File: src/sv/fbmac_pkg.sv
`timescale 1ns / 1ps
// ----------------------------------------------------------------------------
// fbmac_pkg
// Shared types and codes for the flash block map access checker: request
// and response words, request functions, status codes and register indexes.
// ----------------------------------------------------------------------------
package fbmac_pkg;

  // request functions
  typedef enum logic [1:0] {
    FUNC_READ  = 2'd0,
    FUNC_WRITE = 2'd1,
    FUNC_ERASE = 2'd2,
    FUNC_QUERY = 2'd3
  } func_t;

  // response status codes
  typedef enum logic [1:0] {
    ST_OK      = 2'd0,
    ST_INVALID = 2'd1,
    ST_DENIED  = 2'd2,
    ST_CLAMPED = 2'd3
  } status_t;

  // configuration register indexes
  localparam logic [2:0] CFG_VOLUME_BASE    = 3'd0;
  localparam logic [2:0] CFG_ACCESS_ENABLES = 3'd1;
  localparam logic [2:0] CFG_MAP_ENTRY_A    = 3'd2;

  // access enable bits
  localparam int EN_READ_BIT  = 0;
  localparam int EN_WRITE_BIT = 1;

  // request word
  typedef struct packed {
    logic [1:0]  func;
    logic [31:0] lba;
    logic [31:0] block_offset;
    logic [31:0] num_bytes;
  } req_t;

  // response word
  typedef struct packed {
    logic [1:0]  status;
    logic [31:0] address;
    logic [31:0] block_length;
    logic [31:0] blocks_remaining;
    logic [31:0] byte_count;
  } rsp_t;

  // map lookup result handed from the lookup stage to the resolve stage
  typedef struct packed {
    req_t        req;
    logic        hit;
    logic [31:0] run_offs;
    logic [31:0] scaled;
    logic [31:0] blk_len;
    logic [31:0] left;
  } lk_t;

endpackage

File: src/sv/fbmac_cfg_regs.sv
`timescale 1ns / 1ps
// ----------------------------------------------------------------------------
// fbmac_cfg_regs
// Configuration registers and the run table derived from them: start and
// end block of each run, byte offset of each run and the live mask.
// ----------------------------------------------------------------------------
module fbmac_cfg_regs #(
  parameter int MAP_ENTRIES = 4
) (
  input  logic        clk,
  input  logic        rst_n,
  input  logic        cfg_valid,
  output logic        cfg_ready,
  input  logic [2:0]  cfg_index,
  input  logic [63:0] cfg_wdata,
  output logic [31:0] volume_base,
  output logic [1:0]  access_enables,
  output logic        live     [MAP_ENTRIES],
  output logic [32+$clog2(MAP_ENTRIES+1)-1:0] run_first [MAP_ENTRIES],
  output logic [32+$clog2(MAP_ENTRIES+1)-1:0] run_last  [MAP_ENTRIES],
  output logic [31:0] run_offs [MAP_ENTRIES],
  output logic [31:0] blk_len  [MAP_ENTRIES]
);
  import fbmac_pkg::*;

  localparam int SW = 32 + $clog2(MAP_ENTRIES + 1);

  logic [31:0] base_r;
  logic [1:0]  en_r;
  logic [63:0] entry_r [MAP_ENTRIES];
  logic [31:0] prod_r  [MAP_ENTRIES];
  logic [63:0] wprod;
  logic        wr;

  logic          live_r  [MAP_ENTRIES];
  logic          live_nxt[MAP_ENTRIES];
  logic [SW-1:0] first_r [MAP_ENTRIES];
  logic [SW-1:0] first_nxt[MAP_ENTRIES];
  logic [SW-1:0] last_r  [MAP_ENTRIES];
  logic [SW-1:0] last_nxt[MAP_ENTRIES];
  logic [31:0]   offs_r  [MAP_ENTRIES];
  logic [31:0]   offs_nxt[MAP_ENTRIES];

  assign cfg_ready = 1'b1;
  assign wr        = cfg_valid & cfg_ready;

  // bytes covered by a whole run, taken from the word being written
  assign wprod = cfg_wdata[63:32] * cfg_wdata[31:0];

  // register writes
  always_ff @(posedge clk) begin
    if (!rst_n) begin
      base_r <= '0;
      en_r   <= '0;
      for (int i = 0; i < MAP_ENTRIES; i++) begin
        entry_r[i] <= '0;
        prod_r[i]  <= '0;
      end
    end else if (wr) begin
      if (cfg_index == CFG_VOLUME_BASE) begin
        base_r <= cfg_wdata[31:0];
      end
      if (cfg_index == CFG_ACCESS_ENABLES) begin
        en_r <= cfg_wdata[1:0];
      end
      for (int i = 0; i < MAP_ENTRIES; i++) begin
        if (cfg_index == 3'(CFG_MAP_ENTRY_A + i)) begin
          entry_r[i] <= cfg_wdata;
          prod_r[i]  <= wprod[31:0];
        end
      end
    end
  end

  // run table: prefix sums over the map, an entry with a zero block count or a zero block length ends the map
  always_comb begin
    logic          alive;
    logic [SW-1:0] acc;
    logic [31:0]   oacc;
    alive = 1'b1;
    acc   = '0;
    oacc  = '0;
    for (int i = 0; i < MAP_ENTRIES; i++) begin
      alive        = alive && (entry_r[i][63:32] != '0) && (entry_r[i][31:0] != '0);
      live_nxt[i]  = alive;
      first_nxt[i] = acc;
      offs_nxt[i]  = oacc;
      acc          = acc + SW'(entry_r[i][63:32]);
      last_nxt[i]  = acc;
      oacc         = oacc + prod_r[i];
    end
  end

  always_ff @(posedge clk) begin
    if (!rst_n) begin
      for (int i = 0; i < MAP_ENTRIES; i++) begin
        live_r[i] <= 1'b0;
      end
    end else begin
      for (int i = 0; i < MAP_ENTRIES; i++) begin
        live_r[i] <= live_nxt[i];
      end
    end
  end

  always_ff @(posedge clk) begin
    for (int i = 0; i < MAP_ENTRIES; i++) begin
      first_r[i] <= first_nxt[i];
      last_r[i]  <= last_nxt[i];
      offs_r[i]  <= offs_nxt[i];
    end
  end

  // outputs
  assign volume_base    = base_r;
  assign access_enables = en_r;
  always_comb begin
    for (int i = 0; i < MAP_ENTRIES; i++) begin
      live[i]      = live_r[i];
      run_first[i] = first_r[i];
      run_last[i]  = last_r[i];
      run_offs[i]  = offs_r[i];
      blk_len[i]   = entry_r[i][31:0];
    end
  end

endmodule

File: config.mk
export PLATFORM = sky130hd
export DESIGN_NAME = fbmac_cfg_regs
export DESIGN_NICKNAME = d
export VERILOG_FILES = /design/src/sv/fbmac_pkg.sv /design/src/sv/fbmac_cfg_regs.sv
export SDC_FILE = /design/constraint.sdc
export NUM_CORES = 2
export LEC_CHECK = 0
export BUFFER_PORTS_ARGS = -buffer_cell sky130_fd_sc_hd__clkbuf_2
export CAP_MARGIN = 20
export CELL_PAD_IN_SITES_DETAIL_PLACEMENT = 1
export CELL_PAD_IN_SITES_GLOBAL_PLACEMENT = 2
export CORE_MARGIN = 2
export CORE_UTILIZATION = 30
export DETAILED_ROUTE_END_ITERATION = 8
export MAX_ROUTING_LAYER = met4
export PLACE_DENSITY = 0.74
export SLEW_MARGIN = 20
export SYNTH_ARGS = -nofsm -noshare
export SYNTH_HDL_FRONTEND = slang
export SYNTH_SLANG_ARGS = --single-unit
File: constraint.sdc
create_clock -name clk -period 7.6 [get_ports clk]
set_input_delay 0.38 -clock clk [delete_from_list [all_inputs] [get_ports clk]]
set_output_delay 0.38 -clock clk [all_outputs]
set_load 0.005 [all_outputs]
==> results.sh <==
export IMPL_status="finished clean"
export IMPL_core_area_um2=149000
export IMPL_cts_root_buf="clkbuf_16"
export IMPL_antenna_found_initial=17
export IMPL_synth_top_cell_area_share_pct=23.5
export IMPL_min_period_ns=7.17
export IMPL_grt_overflow=0
export IMPL_clk_path_buf_depth=3
export IMPL_ys_seq_elements=620
export IMPL_placed_cell_area_um2=48500
export IMPL_clk_pin_slew_worst_paths_ns=0.06
export IMPL_synthArstFlopShare_pct=0
export IMPL_setup_viol=0
export IMPL_reg2reg_to="last_r[3][31]"
export IMPL_synth_edf_count=352
export IMPL_dp_hpwl_um=119000
export IMPL_vias=31517
export IMPL_ys_types=72
export IMPL_synth_top_flop_cell="edfxtp_1"
export IMPL_fin_worst_skew_ns=0.0390
export IMPL_max_cap_violations=0
export IMPL_drtIter0Drc=1445
export IMPL_avgViaCountPerCell=4.68
export IMPL_cts_sinks=620
export IMPL_synthCells=4350
export IMPL_cts_tree="built"
export IMPL_syn2layout_area_growth_pct=13.9
export IMPL_antenna_left=0
export IMPL_holdCritPathClass="input pin to flop"
export IMPL_setup_worst_path_end_class="flop"
export IMPL_htree_levels=3
export IMPL_min_to="volume_base[30]"
export IMPL_design_die_area_um2=153000
export IMPL_timing_critical_path_fanout_max=7
export IMPL_drc=0
export IMPL_wirelength_um=151000
export IMPL_clock_latency_ns=0.69
export IMPL_track_usage_pct=20.2
export IMPL_critical_path_class="flop to flop"
export IMPL_nets=5470
export IMPL_grt_max_degree=72
export IMPL_hold_start="cfg_wdata[30]"
export IMPL_syn_area_per_cell_um2=10.3
export IMPL_critPathRequiredTime_ns=8.21
export IMPL_holdPathStages=3
export IMPL_reg2reg_slack_ns=0.43
export IMPL_critPathLaunchType="flop"
export IMPL_rows=142
export IMPL_r2r_start="entry_r[0][32]"
export IMPL_dieWidth_um=391
export IMPL_yosys_warnings=0
export IMPL_cts_inserted_buffers=76
export IMPL_cts_hold_buf=0
export IMPL_die_h_um=391
export IMPL_grt_pass1_wl_um=222000
export IMPL_synth_seq_area_share_pct=35.4
export IMPL_synth_area_leaders="edfxtp_1 24%, fa_1 18%, dfxtp_1 12%, and2_1 7.9%, ha_1 7.8%"
export IMPL_drive_gt1_share_pct=17.7
export IMPL_relSlewSlack_pct=27.4
export IMPL_r2r_cells=26
export IMPL_max_freq_ghz=0.140
export IMPL_synth_area_um2=45000
export IMPL_routabilityCongestion=0.865
export IMPL_hold_viol_final=0
export IMPL_first_pass_iters=5
export IMPL_yosysTopAreaCell="edfxtp_1"
export IMPL_boundaryPins=645
export IMPL_design_area_um2=51200
export IMPL_grt_pass1_vias=34062
export IMPL_worst_endpoint_arrival_ns=7.78
export IMPL_post_drt_wl_per_cell_um=22.4
export IMPL_final_max_slew_viol_count=0
export IMPL_start_util_pct=30.1
export IMPL_tightest_slew_ns=1.09
export IMPL_port_buffers=564
export IMPL_post_route_period_util_pct=94.3
==> worst max-delay path by stage <==
stage                               from            end  slack, ns
after floorplan            cfg_wdata[49]  prod_r[0][93]       0.77
after global placement      cfg_wdata[3]  prod_r[0][87]       0.27
after detailed placement   cfg_wdata[43]  prod_r[0][63]       0.21
after CTS                 entry_r[0][32]  last_r[3][31]       0.32
after global routing      entry_r[0][32]  last_r[3][33]      -0.02
final                     entry_r[0][32]  last_r[3][31]       0.43
==> registers in the layout, indices dropped and copies added (netlist names) <==
signal	count
entry_r	256
prod_r	96
first_r	99
live_r	4
volume_base	32
access_enables	2
last_r	35
offs_r	96
==> per-stage QoR <==
| step | instances | hold slack, ns | setup WS, ns | utilization, % | TNS (ns) |
|---|---|---|---|---|---|
| 6_report | 6728 | 0.0964 | 0.432 | 34.3 | 0 |
| 5_1_grt | 6725 | 0.0829 | -0.0169 | 34.3 | -0.0244 |
| 4_1_cts | 6711 | 0.0420 | 0.317 | 34.3 | 0 |
| 3_5_place_dp | 6569 | 0.367 | 0.208 | 32.5 | 0 |
| 3_3_place_gp | 6569 | 0.362 | 0.270 | 32.5 | 0 |
| 2_1_floorplan | 4428 | 0.355 | 0.773 | - | 0 |
==> worst max-delay path, stage by stage (launching register included) <==
cell and delay, ns:
edfxtp_1 0.42, ha_1 0.24, fa_1 0.44, a211oi_2 0.31
nor2_1 0.11, o21a_1 0.20, nor2_1 0.16, o21bai_1 0.13
a21oi_1 0.25, xnor2_1 0.17, ha_1 0.40, and3_1 0.25
nand2_1 0.07, o31a_1 0.37, o31ai_4 0.38, xor2_1 0.26
ha_1 0.37, a21oi_1 0.16, o21ai_1 0.12, a2111oi_0 0.56
a221oi_2 0.15, o311ai_1 0.48, o211ai_1 0.22, a221oi_2 0.39
o21bai_1 0.12, a21oi_1 0.19, xnor2_1 0.14
==> per-layer routing <==
| layer | part of all wire, % | global-route usage [%] | wire [µm] |
|---|---|---|---|
| met2 | 50 | 34.7 | 75900 |
| met3 | 4.5 | 3.84 | 6710 |
| met4 | 3.6 | 7.06 | 5350 |
| met1 | 42 | 23.6 | 62600 |
| met5 | 0 | - | 0 |
==> cells in the mapped netlist (all sizes together), types with 4 or more instances <==
cell type and count:
clkbuf 167, o21bai 34, o211ai 11, nand3 33, a221oi 10, a21oi 151, nor2 168, nor3 32
o31a 4, edfxtp 352, nand2b 24, and3 15, ha 282, nor3b 6, xnor2 165, a2111oi 5
nor4 68, a211o 5, and2 565, nand4b 4, a211oi 22, o31ai 11, o21ai 82, and4 4
a31oi 16, fa 413, o21a 19, or3 7, buf 311, a21o 78, inv 437, xor2 55
o22ai 4, nor2b 20, a21boi 36, dfxtp 268, nand4 29, nand2 388, or2 8
==> cell usage in the layout, fill, tap and decap left out, types with 78 or more instances in the layout <==
cell type	netlist	routed
buf_4	311	105
xnor2_1	165	165
nand2_1	388	384
conb_1	2	80
ha_1	282	282
fa_1	413	413
inv_1	437	437
clkbuf_2	0	565
a21o_1	78	78
edfxtp_1	352	352
nor2_1	168	164
a21oi_1	150	149
clkbuf_16	0	81
and2_1	565	565
o21ai_0	78	78
dfxtp_1	268	268
==> area by class of cell <==
| class | instances | area, µm² |
|---|---|---|
| Fill cell | 16967 | 98000 |
| Clock buffer | 105 | 2260 |
| Antenna cell | 15 | 37.5 |
| Sequential cell | 620 | 15900 |
| Clock inverter | 37 | 345 |
| Multi-Input combinational cell | 2893 | 24800 |
| Tap cell | 1944 | 2430 |
| Timing Repair Buffer | 677 | 3770 |
| Inverter | 437 | 1640 |
==> timing repair <==
| action | CTS | global route |
|---|---|---|
| hold endpoints to repair | 0 | 0 |
| endpoints found under the setup margin | 0 | 5 |
| resized for setup | 0 | 4 |
| buffers inserted | 0 | 2 |
==> cells by family after synthesis <==
kind of cell	share of synthesized area (%)
XOR/XNOR	4.34
AO/OA/AOI/OAI	7.66
other	0.0167
buffers and inverters	10.2
AND/OR/NAND/NOR	16.0
flip-flops	35.4
adder cells (fa/ha/maj)	26.2
multiplexers	0.0668
Power is not shown: default switching activity piles up to over one toggle a cycle in this logic, so the estimate is an artifact.
